==> config.mk <==
export PLATFORM = sky130hd
export DESIGN_NAME = tap_hold_button_controller
export DESIGN_NICKNAME = d
export VERILOG_FILES = /design/src/sv/thbc_pkg.sv /design/src/sv/thbc_cfg.sv /design/src/sv/thbc_core.sv /design/src/sv/tap_hold_button_controller.sv
export SDC_FILE = /design/constraint.sdc
export NUM_CORES = 1
export LEC_CHECK = 0
export ABC_AREA = 1
export CELL_PAD_IN_SITES_DETAIL_PLACEMENT = 1
export CELL_PAD_IN_SITES_GLOBAL_PLACEMENT = 2
export CORE_UTILIZATION = 34
export CTS_CLUSTER_DIAMETER = 50
export CTS_CLUSTER_SIZE = 10
export DETAILED_ROUTE_END_ITERATION = 16
export DONT_BUFFER_PORTS = 1
export PLACE_DENSITY = 0.77
export SETUP_SLACK_MARGIN = 0.5
export SYNTH_ARGS = -nofsm -noshare
export SYNTH_HDL_FRONTEND = slang
export SYNTH_SLANG_ARGS = --single-unit
export TNS_END_PERCENT = 30
==> constraint.sdc <==
create_clock -name clk -period 8.2 [get_ports clk]
set_input_delay 0.41 -clock clk [delete_from_list [all_inputs] [get_ports clk]]
set_output_delay 0.41 -clock clk [all_outputs]
set_load 0.02 [all_outputs]
==> src/sv/thbc_pkg.sv <==
`timescale 1ns / 1ps
// ----------------------------------------------------------------------------
// thbc_pkg
// Shared types and constants for the tap/hold button controller.
// ----------------------------------------------------------------------------
package thbc_pkg;

  // Input word: one tick.
  typedef struct packed {
    logic [31:0] now_ms;
    logic        pressed;
  } in_word_t;

  // Result word: one per tick.
  typedef struct packed {
    logic [7:0] brightness_out;
    logic [3:0] program_out;
    logic       program_changed;
    logic       save_now;
  } out_word_t;

  // Configuration register set.
  typedef struct packed {
    logic [7:0]  bright_floor;
    logic [7:0]  bright_ceil;
    logic [15:0] hold_ms;
    logic [15:0] repeat_ms;
    logic [15:0] tap_min_ms;
    logic [15:0] tap_max_ms;
    logic [31:0] save_delay_ms;
  } cfg_t;

  localparam int CFG_IDX_W  = 3;
  localparam int CFG_DATA_W = 32;

  // Register indexes.
  localparam logic [CFG_IDX_W-1:0] CFG_BRIGHT_FLOOR   = 3'd0;
  localparam logic [CFG_IDX_W-1:0] CFG_BRIGHT_CEIL    = 3'd1;
  localparam logic [CFG_IDX_W-1:0] CFG_HOLD_MS        = 3'd2;
  localparam logic [CFG_IDX_W-1:0] CFG_REPEAT_MS      = 3'd3;
  localparam logic [CFG_IDX_W-1:0] CFG_TAP_MIN_MS     = 3'd4;
  localparam logic [CFG_IDX_W-1:0] CFG_TAP_MAX_MS     = 3'd5;
  localparam logic [CFG_IDX_W-1:0] CFG_SAVE_DELAY_MS  = 3'd6;

  // Reset values.
  localparam logic [7:0]  RST_BRIGHT_FLOOR   = 8'd1;
  localparam logic [7:0]  RST_BRIGHT_CEIL    = 8'd50;
  localparam logic [15:0] RST_HOLD_MS        = 16'd1000;
  localparam logic [15:0] RST_REPEAT_MS      = 16'd200;
  localparam logic [15:0] RST_TAP_MIN_MS     = 16'd10;
  localparam logic [15:0] RST_TAP_MAX_MS     = 16'd300;
  localparam logic [31:0] RST_SAVE_DELAY_MS  = 32'd10000;

endpackage

==> src/sv/thbc_cfg.sv <==
`timescale 1ns / 1ps
// ----------------------------------------------------------------------------
// thbc_cfg
// Configuration register file, written through a plain write port.
// ----------------------------------------------------------------------------
module thbc_cfg (
  input  logic                             clk,
  input  logic                             rst_n,
  input  logic                             cfg_we,
  input  logic [thbc_pkg::CFG_IDX_W-1:0]   cfg_index,
  input  logic [thbc_pkg::CFG_DATA_W-1:0]  cfg_wdata,
  output thbc_pkg::cfg_t                   cfg_o
);

  thbc_pkg::cfg_t cfg_r;

  always_ff @(posedge clk) begin
    if (!rst_n) begin
      cfg_r.bright_floor   <= thbc_pkg::RST_BRIGHT_FLOOR;
      cfg_r.bright_ceil    <= thbc_pkg::RST_BRIGHT_CEIL;
      cfg_r.hold_ms        <= thbc_pkg::RST_HOLD_MS;
      cfg_r.repeat_ms      <= thbc_pkg::RST_REPEAT_MS;
      cfg_r.tap_min_ms     <= thbc_pkg::RST_TAP_MIN_MS;
      cfg_r.tap_max_ms     <= thbc_pkg::RST_TAP_MAX_MS;
      cfg_r.save_delay_ms  <= thbc_pkg::RST_SAVE_DELAY_MS;
    end else if (cfg_we) begin
      case (cfg_index)
        thbc_pkg::CFG_BRIGHT_FLOOR:   cfg_r.bright_floor   <= cfg_wdata[7:0];
        thbc_pkg::CFG_BRIGHT_CEIL:    cfg_r.bright_ceil    <= cfg_wdata[7:0];
        thbc_pkg::CFG_HOLD_MS:        cfg_r.hold_ms        <= cfg_wdata[15:0];
        thbc_pkg::CFG_REPEAT_MS:      cfg_r.repeat_ms      <= cfg_wdata[15:0];
        thbc_pkg::CFG_TAP_MIN_MS:     cfg_r.tap_min_ms     <= cfg_wdata[15:0];
        thbc_pkg::CFG_TAP_MAX_MS:     cfg_r.tap_max_ms     <= cfg_wdata[15:0];
        thbc_pkg::CFG_SAVE_DELAY_MS:  cfg_r.save_delay_ms  <= cfg_wdata;
        default: ;
      endcase
    end
  end

  assign cfg_o = cfg_r;

endmodule

==> src/sv/thbc_core.sv <==
`timescale 1ns / 1ps
// ----------------------------------------------------------------------------
// thbc_core
// Button decode state and the per-tick update: hold stepping, tap detect,
// save timing.
// ----------------------------------------------------------------------------
module thbc_core #(
  parameter int NUM_PROGRAMS = 13
) (
  input  logic                  clk,
  input  logic                  rst_n,
  input  logic                  fire,
  input  thbc_pkg::in_word_t    item,
  input  thbc_pkg::cfg_t        cfg,
  output thbc_pkg::out_word_t   result
);

  localparam logic [4:0] NUM_PROG_W = 5'(NUM_PROGRAMS);

  logic        was_pressed_r, was_pressed_nxt;
  logic [31:0] press_time_r, press_time_nxt;
  logic [7:0]  bright_r, bright_nxt;
  logic [3:0]  prog_r, prog_nxt;
  logic        saved_r, saved_nxt, saved_fin;
  logic [31:0] last_chg_r, last_chg_nxt;

  logic [31:0] press_base;
  logic [31:0] held;
  logic [4:0]  prog_inc;
  logic        prog_chg;
  logic        save;

  always_comb begin
    was_pressed_nxt = was_pressed_r;
    press_time_nxt  = press_time_r;
    bright_nxt      = bright_r;
    prog_nxt        = prog_r;
    saved_nxt       = saved_r;
    last_chg_nxt    = last_chg_r;
    prog_chg        = 1'b0;
    prog_inc        = {1'b0, prog_r} + 5'd1;

    // Latch the press time on the press edge.
    press_base = (item.pressed && !was_pressed_r) ? item.now_ms : press_time_r;
    held       = item.now_ms - press_base;

    if (item.pressed) begin
      was_pressed_nxt = 1'b1;
      press_time_nxt  = press_base;
      if (held > {16'd0, cfg.hold_ms}) begin
        // Step down, wrap to the ceiling at or below the floor.
        bright_nxt     = (bright_r <= cfg.bright_floor) ? cfg.bright_ceil
                                                        : bright_r - 8'd1;
        press_time_nxt = press_base + {16'd0, cfg.repeat_ms};
        last_chg_nxt   = item.now_ms;
        saved_nxt      = 1'b0;
      end
    end else begin
      was_pressed_nxt = 1'b0;
      if (was_pressed_r && held > {16'd0, cfg.tap_min_ms}
          && held < {16'd0, cfg.tap_max_ms}) begin
        prog_nxt     = (prog_inc >= NUM_PROG_W) ? 4'd0 : prog_inc[3:0];
        prog_chg     = 1'b1;
        last_chg_nxt = item.now_ms;
        saved_nxt    = 1'b0;
      end
    end

    // Save check sees the updated change time.
    save      = ((item.now_ms - last_chg_nxt) > cfg.save_delay_ms) && !saved_nxt;
    saved_fin = saved_nxt | save;

    result.brightness_out  = bright_nxt;
    result.program_out     = prog_nxt;
    result.program_changed = prog_chg;
    result.save_now        = save;
  end

  always_ff @(posedge clk) begin
    if (!rst_n) begin
      was_pressed_r <= 1'b0;
      press_time_r  <= 32'd0;
      bright_r      <= thbc_pkg::RST_BRIGHT_CEIL;
      prog_r        <= 4'd0;
      saved_r       <= 1'b1;
      last_chg_r    <= 32'd0;
    end else if (fire) begin
      was_pressed_r <= was_pressed_nxt;
      press_time_r  <= press_time_nxt;
      bright_r      <= bright_nxt;
      prog_r        <= prog_nxt;
      saved_r       <= saved_fin;
      last_chg_r    <= last_chg_nxt;
    end
  end

endmodule

==> src/sv/tap_hold_button_controller.sv <==
`timescale 1ns / 1ps
// Path: the word passes the input register, then the result register, and a
// result-channel stall can hold it between them. Throughput: one word per
// cycle while out_stall is low; the decode core updates its state per transfer.
// Reset (rst_n low, synchronous): all but the payload registers return to
// their reset values: brightness 50, program 0, both pipeline stages empty.
// ----------------------------------------------------------------------------
// tap_hold_button_controller
// Decodes a timestamped button level into brightness stepping while held,
// program advance on a tap, and a delayed save request after changes.
// ----------------------------------------------------------------------------
module tap_hold_button_controller #(
  parameter int NUM_PROGRAMS = 13
) (
  input  logic                             clk,
  input  logic                             rst_n,
  // input channel
  input  logic                             in_valid,
  output logic                             in_stall,
  input  thbc_pkg::in_word_t               in_data,
  // result channel
  output logic                             out_valid,
  input  logic                             out_stall,
  output thbc_pkg::out_word_t              out_data,
  // configuration write port
  input  logic                             cfg_we,
  input  logic [thbc_pkg::CFG_IDX_W-1:0]   cfg_index,
  input  logic [thbc_pkg::CFG_DATA_W-1:0]  cfg_wdata
);

  thbc_pkg::cfg_t      cfg;
  thbc_pkg::out_word_t result;

  // Input register stage.
  logic                s1_valid_r, s1_valid_nxt;
  thbc_pkg::in_word_t  s1_data_r;
  // Result register stage.
  logic                out_valid_r, out_valid_nxt;
  thbc_pkg::out_word_t out_data_r;

  logic in_acc;
  logic s1_fire;

  thbc_cfg u_cfg (
    .clk       (clk),
    .rst_n     (rst_n),
    .cfg_we    (cfg_we),
    .cfg_index (cfg_index),
    .cfg_wdata (cfg_wdata),
    .cfg_o     (cfg)
  );

  thbc_core #(
    .NUM_PROGRAMS (NUM_PROGRAMS)
  ) u_core (
    .clk    (clk),
    .rst_n  (rst_n),
    .fire   (s1_fire),
    .item   (s1_data_r),
    .cfg    (cfg),
    .result (result)
  );

  // Advance the held word whenever the result register is free or draining.
  assign s1_fire = s1_valid_r && (!out_valid_r || !out_stall);
  // Hold off new words only while the input stage is full and cannot move.
  assign in_stall = s1_valid_r && !s1_fire;
  assign in_acc   = in_valid && !in_stall;

  assign s1_valid_nxt  = in_acc || (s1_valid_r && !s1_fire);
  assign out_valid_nxt = s1_fire || (out_valid_r && out_stall);

  always_ff @(posedge clk) begin
    if (!rst_n) begin
      s1_valid_r  <= 1'b0;
      out_valid_r <= 1'b0;
    end else begin
      s1_valid_r  <= s1_valid_nxt;
      out_valid_r <= out_valid_nxt;
    end
  end

  // Payload registers: capture on transfer, hold otherwise.
  always_ff @(posedge clk) begin
    if (in_acc) begin
      s1_data_r <= in_data;
    end
    if (s1_fire) begin
      out_data_r <= result;
    end
  end

  assign out_valid = out_valid_r;
  assign out_data  = out_data_r;

endmodule

# [Yosys cells after proc, flatten, opt, wreduce, memory -nomap -nowiden]
# Index checks and enable logic that the tools add are counted.
[word_totals] reg_bits=239 inputBits=73 word_cells=81
[op_classes] add_sub_neg=5 n_lt_le_gt_ge=6 eq_ne=6 muxes=16 bitwise=1 reduce_logical=26
[ops] op="2-to-1 mux 32 bit" count=5
[ops] op="> comparator 32 x 16 -> 1 bit" count=2
[ops] op="subtractor 32 bit" count=2
[ops] op="adder 32 x 16 -> 32 bit" count=1
[ops] op="> comparator 32 bit" count=1
[ops] op="< comparator 32 x 16 -> 1 bit" count=1
[ops] op="2-to-1 mux 8 bit" count=3
[ops] op="AND reduction 2 bit" count=8
[ops] op="2-to-1 mux 4 bit" count=3
[ops] op="equality test 3 bit, second input constant" count=3
[ops] op="less-or-equal comparator 8 bit" count=1
[ops] op="logical AND 1 bit" count=8
[ops] op="subtractor 8 x 1 -> 8 bit, second input constant" count=1
[ops] op="equality test 3 x 2 -> 1 bit, second input constant" count=2
[ops] op="logical NOT 1 bit" count=6
[ops] op="adder 4 x 1 -> 5 bit, second input constant" count=1
[ops] op=">= comparator 5 x 4 -> 1 bit, second input constant" count=1
[ops] op="2-to-1 mux 1 bit" count=5
[ops] op="equality test 3 x 1 -> 1 bit, second input constant" count=1
[ops] op="logical NOT 3 bit" count=1
[ops] op="logical OR 1 bit" count=3
[ops] op="bitwise OR 1 bit" count=1

# [Depth between registers and ports, before layout]
# Gate-level depths: netlist (run 1).
[logic_depth] word_depth=13 ltp_mapped=66

# [Cells and area by module]
# Synthesis (run 1) repeated with hierarchy kept, for this count alone.
[hier_totals] cells_unflattened=2708 area_unflattened_um2=17982.2
[modules_own_cells] module="thbc_core" n_inst=1 cells_per_inst=2013 area_per_inst_um2=12069.1 seq_area_each_um2=1561.5
[modules_own_cells] module="thbc_cfg" n_inst=1 cells_per_inst=635 area_per_inst_um2=4406.7 seq_area_each_um2=2242.2
[modules_own_cells] module="tap_hold_button_controller" n_inst=1 cells_per_inst=60 area_per_inst_um2=1506.4 seq_area_each_um2=1451.4

# [Least setup slack after synthesis (run 1)]
# No wires, ideal clock.
[synth_timing] kind="flip-flop to flip-flop" start="reg s1_data_r[0] (netlist bit)" end="reg out_data_r (netlist bit out_data[0]), data pin" setup_time_ns=0.128 arrival_time_ns=8.211 slack_ns=-0.140 path_stages_with_launch=60 n_path_buf=7 synth_period_minus_slack_ns=8.340 cell_sequence="edfxtp_1 nand2_2 buf_6 buf_6 clkbuf_1 clkbuf_1 clkbuf_1 nand2_1 o21ai_0 inv_1 ha_1 inv_1 nor2_2 nand2_2 nor2_2 nand2_1 nand2_1 xor2_1 [24 not listed] nand2_1 inv_1 nand2_2 nand2_2 nand2_1 nand2_1 nand3_1 nand3_1 nand2_1 ha_1 nand4_1 nor4_1 inv_1 nor4_1 a21oi_1 a31oi_1 o21ai_0 inv_1"
[synth_lines] element="start: declaration" line_no="tap_hold_button_controller.sv:36" source="thbc_pkg::in_word_t s1_data_r;"
[synth_lines] element="start signal: assignment" line_no="tap_hold_button_controller.sv:86" source="s1_data_r <= in_data;"
[synth_lines] element="end signal: assignment" line_no="tap_hold_button_controller.sv:89" source="out_data_r <= result;"
[synth_lines] element="end: declaration" line_no="tap_hold_button_controller.sv:39" source="thbc_pkg::out_word_t out_data_r;"

# [Worst setup path after layout (run 1)]
[layout_timing] start="reg s1_data_r[0] (netlist bit)" end="reg u_core.saved_r"
[layout_between] elab_chain_cells=12 elab_cells_between_ends=19
[layout_lines] element="logical AND 1 bit" line_no="thbc_core.sv:44" source="press_base = (item.pressed && !was_pressed_r) ? item.now_ms : press_time_r;"
[layout_lines] element="2-to-1 mux 32 bit" line_no="thbc_core.sv:44"
[layout_lines] element="subtractor 32 bit" line_no="thbc_core.sv:45" source="held = item.now_ms - press_base;"
[layout_lines] element="> comparator 32 x 16 -> 1 bit" line_no="thbc_core.sv:60" source="if (was_pressed_r && held > {16'd0, cfg.tap_min_ms}"
[layout_lines] element="logical AND 1 bit" line_no="thbc_core.sv:60"
[layout_lines] element="logical AND 1 bit" line_no="thbc_core.sv:61" source="&& held < {16'd0, cfg.tap_max_ms}) begin"
[layout_lines] element="2-to-1 mux 32 bit" line_no="thbc_core.sv:60"
[layout_lines] element="2-to-1 mux 32 bit" line_no="thbc_core.sv:47" source="if (item.pressed) begin"
[layout_lines] element="subtractor 32 bit" line_no="thbc_core.sv:70" source="save = ((item.now_ms - last_chg_nxt) > cfg.save_delay_ms) && !saved_nxt;"
[layout_lines] element="> comparator 32 bit" line_no="thbc_core.sv:70"
[layout_lines] element="logical AND 1 bit" line_no="thbc_core.sv:70"
[layout_lines] element="bitwise OR 1 bit (*)" line_no="thbc_core.sv:71" source="saved_fin = saved_nxt | save;"
[layout_lines] element="end signal: assignment" line_no="thbc_core.sv:92" source="saved_r <= saved_fin;"
[layout_lines] element="end: declaration" line_no="thbc_core.sv:24" source="logic saved_r, saved_nxt, saved_fin;"
# Every way passes the cells marked *; elsewhere a longest branch is shown, timed or not.
# A chain may end at the register's enable or synchronous reset.

==> results.toml, run 1 <==
[die]
rows = 81
start_util_pct = 34.51
die_area_sq_mm = 0.05068
core_area_sq_mm = 0.04905
die_height_um = 225.1
dieWidth_um = 225.1
ios = 89

[critical_path]
path_buf_inv = 10
cp_slowest_cell = "edfxtp_1"
worstSetupPathType = "flop to flop"
cp.required_ns = 8.69
arrival_ns = 8.05
worstPathMaxFanout = 33
cp_top_family = "simple AND/OR/NAND/NOR gates"
crit_path_start_kind = "flop"
slowest_delay_ns = 0.39
critical_path.most_common_cell = "nand2_1"
worst_setup_path_end_kind = "flop"

[synthesis]
synth_area_sq_mm = 0.01693
mappedNetlistNets = 2669
synth_seq_cells = 239
synth_ff_type = "dfxtp_1"
synth-async-reset-ratio_pct = 0
synth_edf_count = 47
ys_types = 51
syn_inst = 2448
synth_warnings = 0
ys_seq_area_share_pct = 31.04
synth.avg_cell_area_sq_um = 6.915

[drt]
wire_per_inst_um = 19.89
num_vias = 17150
drcViolationCount = 0
viasPerCell = 5.195
antenna_left = 0
drtPass1Iterations = 4
initialDrtViolationCount = 668
drt_wl_total_um = 65650

[global_route]
antenna_found_initial = 5
grt_max_degree = 84
grt_overflow = 0
grt_pass1_vias = 17410
met1_usage_pct = 33.58
met3_usage_pct = 2.399
grt_pass1_wl_um = 99150
grt_usage_pct = 25.53
grt_util_met2_pct = 44.25
grt_busiest_layer = "met2"

[cells_and_area]
finalCoreUtilization_pct = 43.81
final_common_cell = "nand2_1"
area_growth_pct = 26.96
nets = 2824
layout-drive-gt1-share_pct = 17.39
design_area_sq_mm = 0.02149
stdcell_count = 3301
layout_common_cells = "nand2_1, inv_1, a21oi_1, o21ai_0, dfxtp_1"

[clock_network]
cts-htree-levels = 2
clkSinkCount = 239
cts_root_buf = "clkbuf_16"
worstSkewPairLatency_ns = 0.57
tritoncts = "built"
clk_pin_slew_ns = 0.05
numCtsBuffers = 40
cts.path.max_buffers = 3

[timing]
tns_ns = 0
finalClockSkew_ns = 0.02682
post-route-period-util_pct = 92.20
setup_ws_ns = 0.6394
relSlewSlack_pct = 25.87
slew_violations = 0
whs_ns = 0.02698
setup_violations = 0
fmax_mhz = 132.3
hold_violations = 0
period_minus_slack_ns = 7.561
worst_slew_pin_slew_ns = 1.106
rsz0062_at_grt = "true"

[placed_design]
dp_cells = 3105
placedInstanceArea_sq_mm = 0.01805
place_hpwl_um = 48570
routabilityCongestion = 0.9249
place_ws_ns = -0.3112
port_buffers = 0

[power]
p_leak_nw = 9.716
ir_worst_vdd_v = 0.0001698
finalPower_mw = 4.492
pwr_density_cell_mw_per_mm2 = 209.0

[min_path]
hp-class = "primary input to flop"

[outcome]
status = "complete, no violations"

[job]
maxCapViolations = 0
## timing repair
| item | in CTS | in global routing |
|---|---|---|
| cloned | 1 | 2 |
| resized for setup | 78 | 180 |
| pin swaps | 30 | 86 |
| endpoints found under the setup margin | 2 | 2 |
| setup buffers | 26 | 39 |
| hold endpoints to repair | 113 | 0 |
| hold buffers | 52 | 0 |
## sequential cells by signal, summed over array words and instances (netlist names)
name and flops:
u_core.bright_r 8, u_cfg.cfg_o 112, s1_data_r 33, u_core.press_time_r 32
s1_valid_r 1, out_valid 1, out_data 14, u_core.last_chg_r 32
u_core.saved_r 1, u_core.was_pressed_r 1, u_core.prog_r 4
## area by class of cell
cell class / count / area, sq um
diodes: 4 / 10.01
inverters: 401 / 1510
well taps: 664 / 830.8
multi-input cells: 1741 / 10900
fillers: 6115 / 27560
clock buffers: 55 / 1120
flip-flops and latches: 239 / 5255
repair buffers: 180 / 1609
clock inverters: 17 / 255.2
## worst register-to-register path: cells and delay by family, from the launching register on
family	cells	cell delay (ns)
multiplexers	1	0.33
flip-flops	1	0.39
XOR/XNOR	2	0.32
AND/OR/NAND/NOR	20	2.38
adder cells (fa/ha/maj)	3	0.91
buffers and inverters	10	1.28
AO/OA/AOI/OAI	10	1.87
## worst paths after layout
| kind | startpoint | end | slack [ns] | cells past startpoint |
|---|---|---|---|---|
| setup / recovery | s1_data_r[0] | u_core.saved_r | 0.64 | 46 |
| hold / removal | cfg_wdata[10] | u_cfg.cfg_o[10] | 0.03 | 2 |
| setup reg to reg | s1_data_r[0] | u_core.saved_r | 0.64 | 46 |
| hold reg to reg | u_cfg.cfg_o[52] | u_cfg.cfg_o[52] | 0.46 | 2 |
## kinds of logic (layout without fill, tap and decap cells)
| kind of cell | count (synthesis) | after routing | share of synthesized area (%) |
|---|---|---|---|
| fa+ha+maj | 148 | 148 | 10.98 |
| buf+inv | 469 | 653 | 10.75 |
| xor+xnor | 66 | 66 | 3.415 |
| flops | 239 | 239 | 31.04 |
| mux | 17 | 17 | 1.005 |
| simple gates | 887 | 888 | 22.91 |
| compound gates | 622 | 622 | 19.88 |
| other cells | 0 | 4 | 0 |
## Yosys cell counts, drive strengths merged (34+ instances only)
library cell    n  area, sq um
nand2         485         1883
inv           395         1483
o21ai         283         1431
a21oi         257         1316
dfxtp         192         3844
nor2          190        763.2
ha            147         1839
nand3         118        675.7
clkbuf         59        221.5
xor2           53        464.2
edfxtp         47         1411
nand4          35        219.0
o211ai         34        255.2
## per-layer routing
| metal | vias to the layer above | wire [um] |
|---|---|---|
| li1 | 8437 | - |
| met1 | 8410 | 30680 |
| met5 | - | 0 |
| met4 | 0 | 1298 |
| met2 | 227 | 31990 |
| met3 | 74 | 1679 |
## power breakdown
group          switching [mW]  internal, mW
registers              0.0553          1.26
clock network           0.628          1.12
logic                   0.867         0.561
total                    1.55          2.94
Power figures use the tool's default switching activity.
==> inputs of run 2 (changes only) <==
Settings changed: CTS_BUF_LIST set to sky130_fd_sc_hd__clkbuf_8 sky130_fd_sc_hd__clkbuf_16.
==> run 2 against run 1 <==
  * Utilization unchanged
  * Setup slack better by 0.0063 ns
  * Critical path depth unchanged
  * Final cell count unchanged
  * Clock skew barely moved
  * Maximum frequency about the same
  * Sequential share of layout area is the same
  * Largest power group unchanged
  * Die area unchanged
  * Critical endpoint unchanged
  * Clock-buffer cell count down 11
  * Global-route usage about the same
  * Register-to-register slack about the same
==> results.toml, run 2 (synthesized netlist as in run 1, its figures left out) <==
[drt]
viasPerCell = 5.178
wire_per_inst_um = 19.88
drtPass1Iterations = 4
drcViolationCount = 0
initialDrtViolationCount = 675
num_vias = 17090
antenna_left = 0
drt_wl_total_um = 65620

[timing]
fmax_mhz = 132.4
period_minus_slack_ns = 7.554
whs_ns = 0.03074
tns_ns = 0
post-route-period-util_pct = 92.13
setup_violations = 0
rsz0062_at_grt = "true"
finalClockSkew_ns = 0.02686
relSlewSlack_pct = 23.88
worst_slew_pin_slew_ns = 1.138
hold_violations = 0
slew_violations = 0

[critical_path]
cp_top_family = "simple AND/OR/NAND/NOR gates"
critical_path.most_common_cell = "nand2_1"
worstSetupPathType = "flop to flop"
cp_slowest_cell = "edfxtp_1"
path_buf_inv = 10
r2r-start = "s1_data_r[0]"
reg2reg_to = "u_core.saved_r"
worst_setup_path_end_kind = "flop"
r2r_cells = 46
arrival_ns = 8.04
slowest_delay_ns = 0.39
cp.required_ns = 8.69
worstPathMaxFanout = 33
crit_path_start_kind = "flop"
r2r_slack_ns = 0.65

[die]
rows = 81
start_util_pct = 34.51
ios = 89
die_area_sq_mm = 0.05068
die_height_um = 225.1
dieWidth_um = 225.1
core_area_sq_mm = 0.04905

[cells_and_area]
largest_register_ffs = 112
finalCoreUtilization_pct = 43.81
nets = 2824
final_common_cell = "nand2_1"
area_growth_pct = 26.96
layout_common_cells = "nand2_1, inv_1, a21oi_1, o21ai_0, dfxtp_1"
stdcell_count = 3301
layout-drive-gt1-share_pct = 17.39

[global_route]
grt_overflow = 0
grt_max_degree = 84
grt_usage_pct = 25.54
antenna_found_initial = 5
grt_pass1_wl_um = 99150
grt_pass1_vias = 17410

[clock_network]
worstSkewPairLatency_ns = 0.57
clkSinkCount = 239
tritoncts = "built"
cts_root_buf = "clkbuf_16"
clk_pin_slew_ns = 0.05
cts.path.max_buffers = 3
cts-htree-levels = 2
numCtsBuffers = 40

[outcome]
status = "complete, no violations"

[power]
p_leak_nw = 9.761
p_int_mw = 2.929
pwr-share-comb_pct = 31.9
pwr_density_cell_mw_per_mm2 = 208.5
ir_worst_vdd_v = 0.0001701
power_frac_seq_pct = 29.4
p_sw_share_pct = 34.63
power_frac_clock_pct = 38.7
netSwitchingPower_mw = 1.551

[placed_design]
routabilityCongestion = 0.9249
port_buffers = 0
place_hpwl_um = 48570
dp_cells = 3105

[job]
maxCapViolations = 0

[min_path]
min_to = "u_cfg.cfg_o[10]"
hold_depth = 2
min-delay-start = "cfg_wdata[10]"
hp-class = "primary input to flop"
-- run 2: cell types whose count changed in the layout (fill, tap and decap cells not counted), sizes merged --
cell    previous run  this run
inv              398       409
clkbuf            57        46
-- run 2: layout make-up --
cell class	instances	area, sq um
clock buffer	44	1079
tap	664	830.8
inverter	401	1510
clock inverter	28	296.5
antenna	4	10.01
timing repair buffer	180	1609
fill	6115	27560
sequential	239	5255
multi-input combinational	1741	10900
-- run 2: worst max-delay path by stage --
stage            startpoint             end  cells after the start
3_5_place_dp   s1_data_r[0]  u_core.saved_r                     53
4_1_cts        s1_data_r[0]  u_core.saved_r                     57
5_1_grt        s1_data_r[0]  u_core.saved_r                     58
3_3_place_gp   s1_data_r[0]     out_data[0]                     53
2_1_floorplan  s1_data_r[0]     out_data[0]                     61
6_report       s1_data_r[0]  u_core.saved_r                     46
-- run 2: routing by layer --
metal / global-route usage [%] / routed length (um)
met5: 0 / 0
met4: 7.132 / 1319
met3: 2.399 / 1896
met2: 44.25 / 31950
met1: 33.59 / 30460
-- run 2: repair_timing --
| item | in CTS | in global routing |
|---|---|---|
| hold buffers | 52 | 0 |
| endpoints found under the hold margin | 113 | 0 |
| gates resized for setup | 78 | 180 |
| cloned | 1 | 2 |
| endpoints found under the setup margin | 2 | 2 |
| buffers inserted | 26 | 39 |
| pin swaps | 30 | 86 |
-- run 2: stage by stage --
| step | total power, mW | cell area, sq um | setup slack (ns) |
|---|---|---|---|
| 2_1_floorplan | 2.151 | 17070 | 0.4529 |
| 3_3_place_gp | 2.474 | 18050 | -0.1785 |
| 3_5_place_dp | 2.503 | 18050 | -0.3112 |
| 4_1_cts | 4.356 | 20490 | 0.5138 |
| 5_1_grt | 4.726 | 21480 | 0.1985 |
| 6_report | 4.480 | 21490 | 0.6457 |
-- run 2: power by group through the flow --
stage          Clock, mW  Combinational (mW)  Sequential (mW)
5_1_grt             1.81                1.59             1.32
4_1_cts             1.77                1.27             1.32
3_3_place_gp           0                1.14             1.34
2_1_floorplan          0               0.834             1.32
3_5_place_dp           0                1.16             1.34
6_report            1.73                1.43             1.32
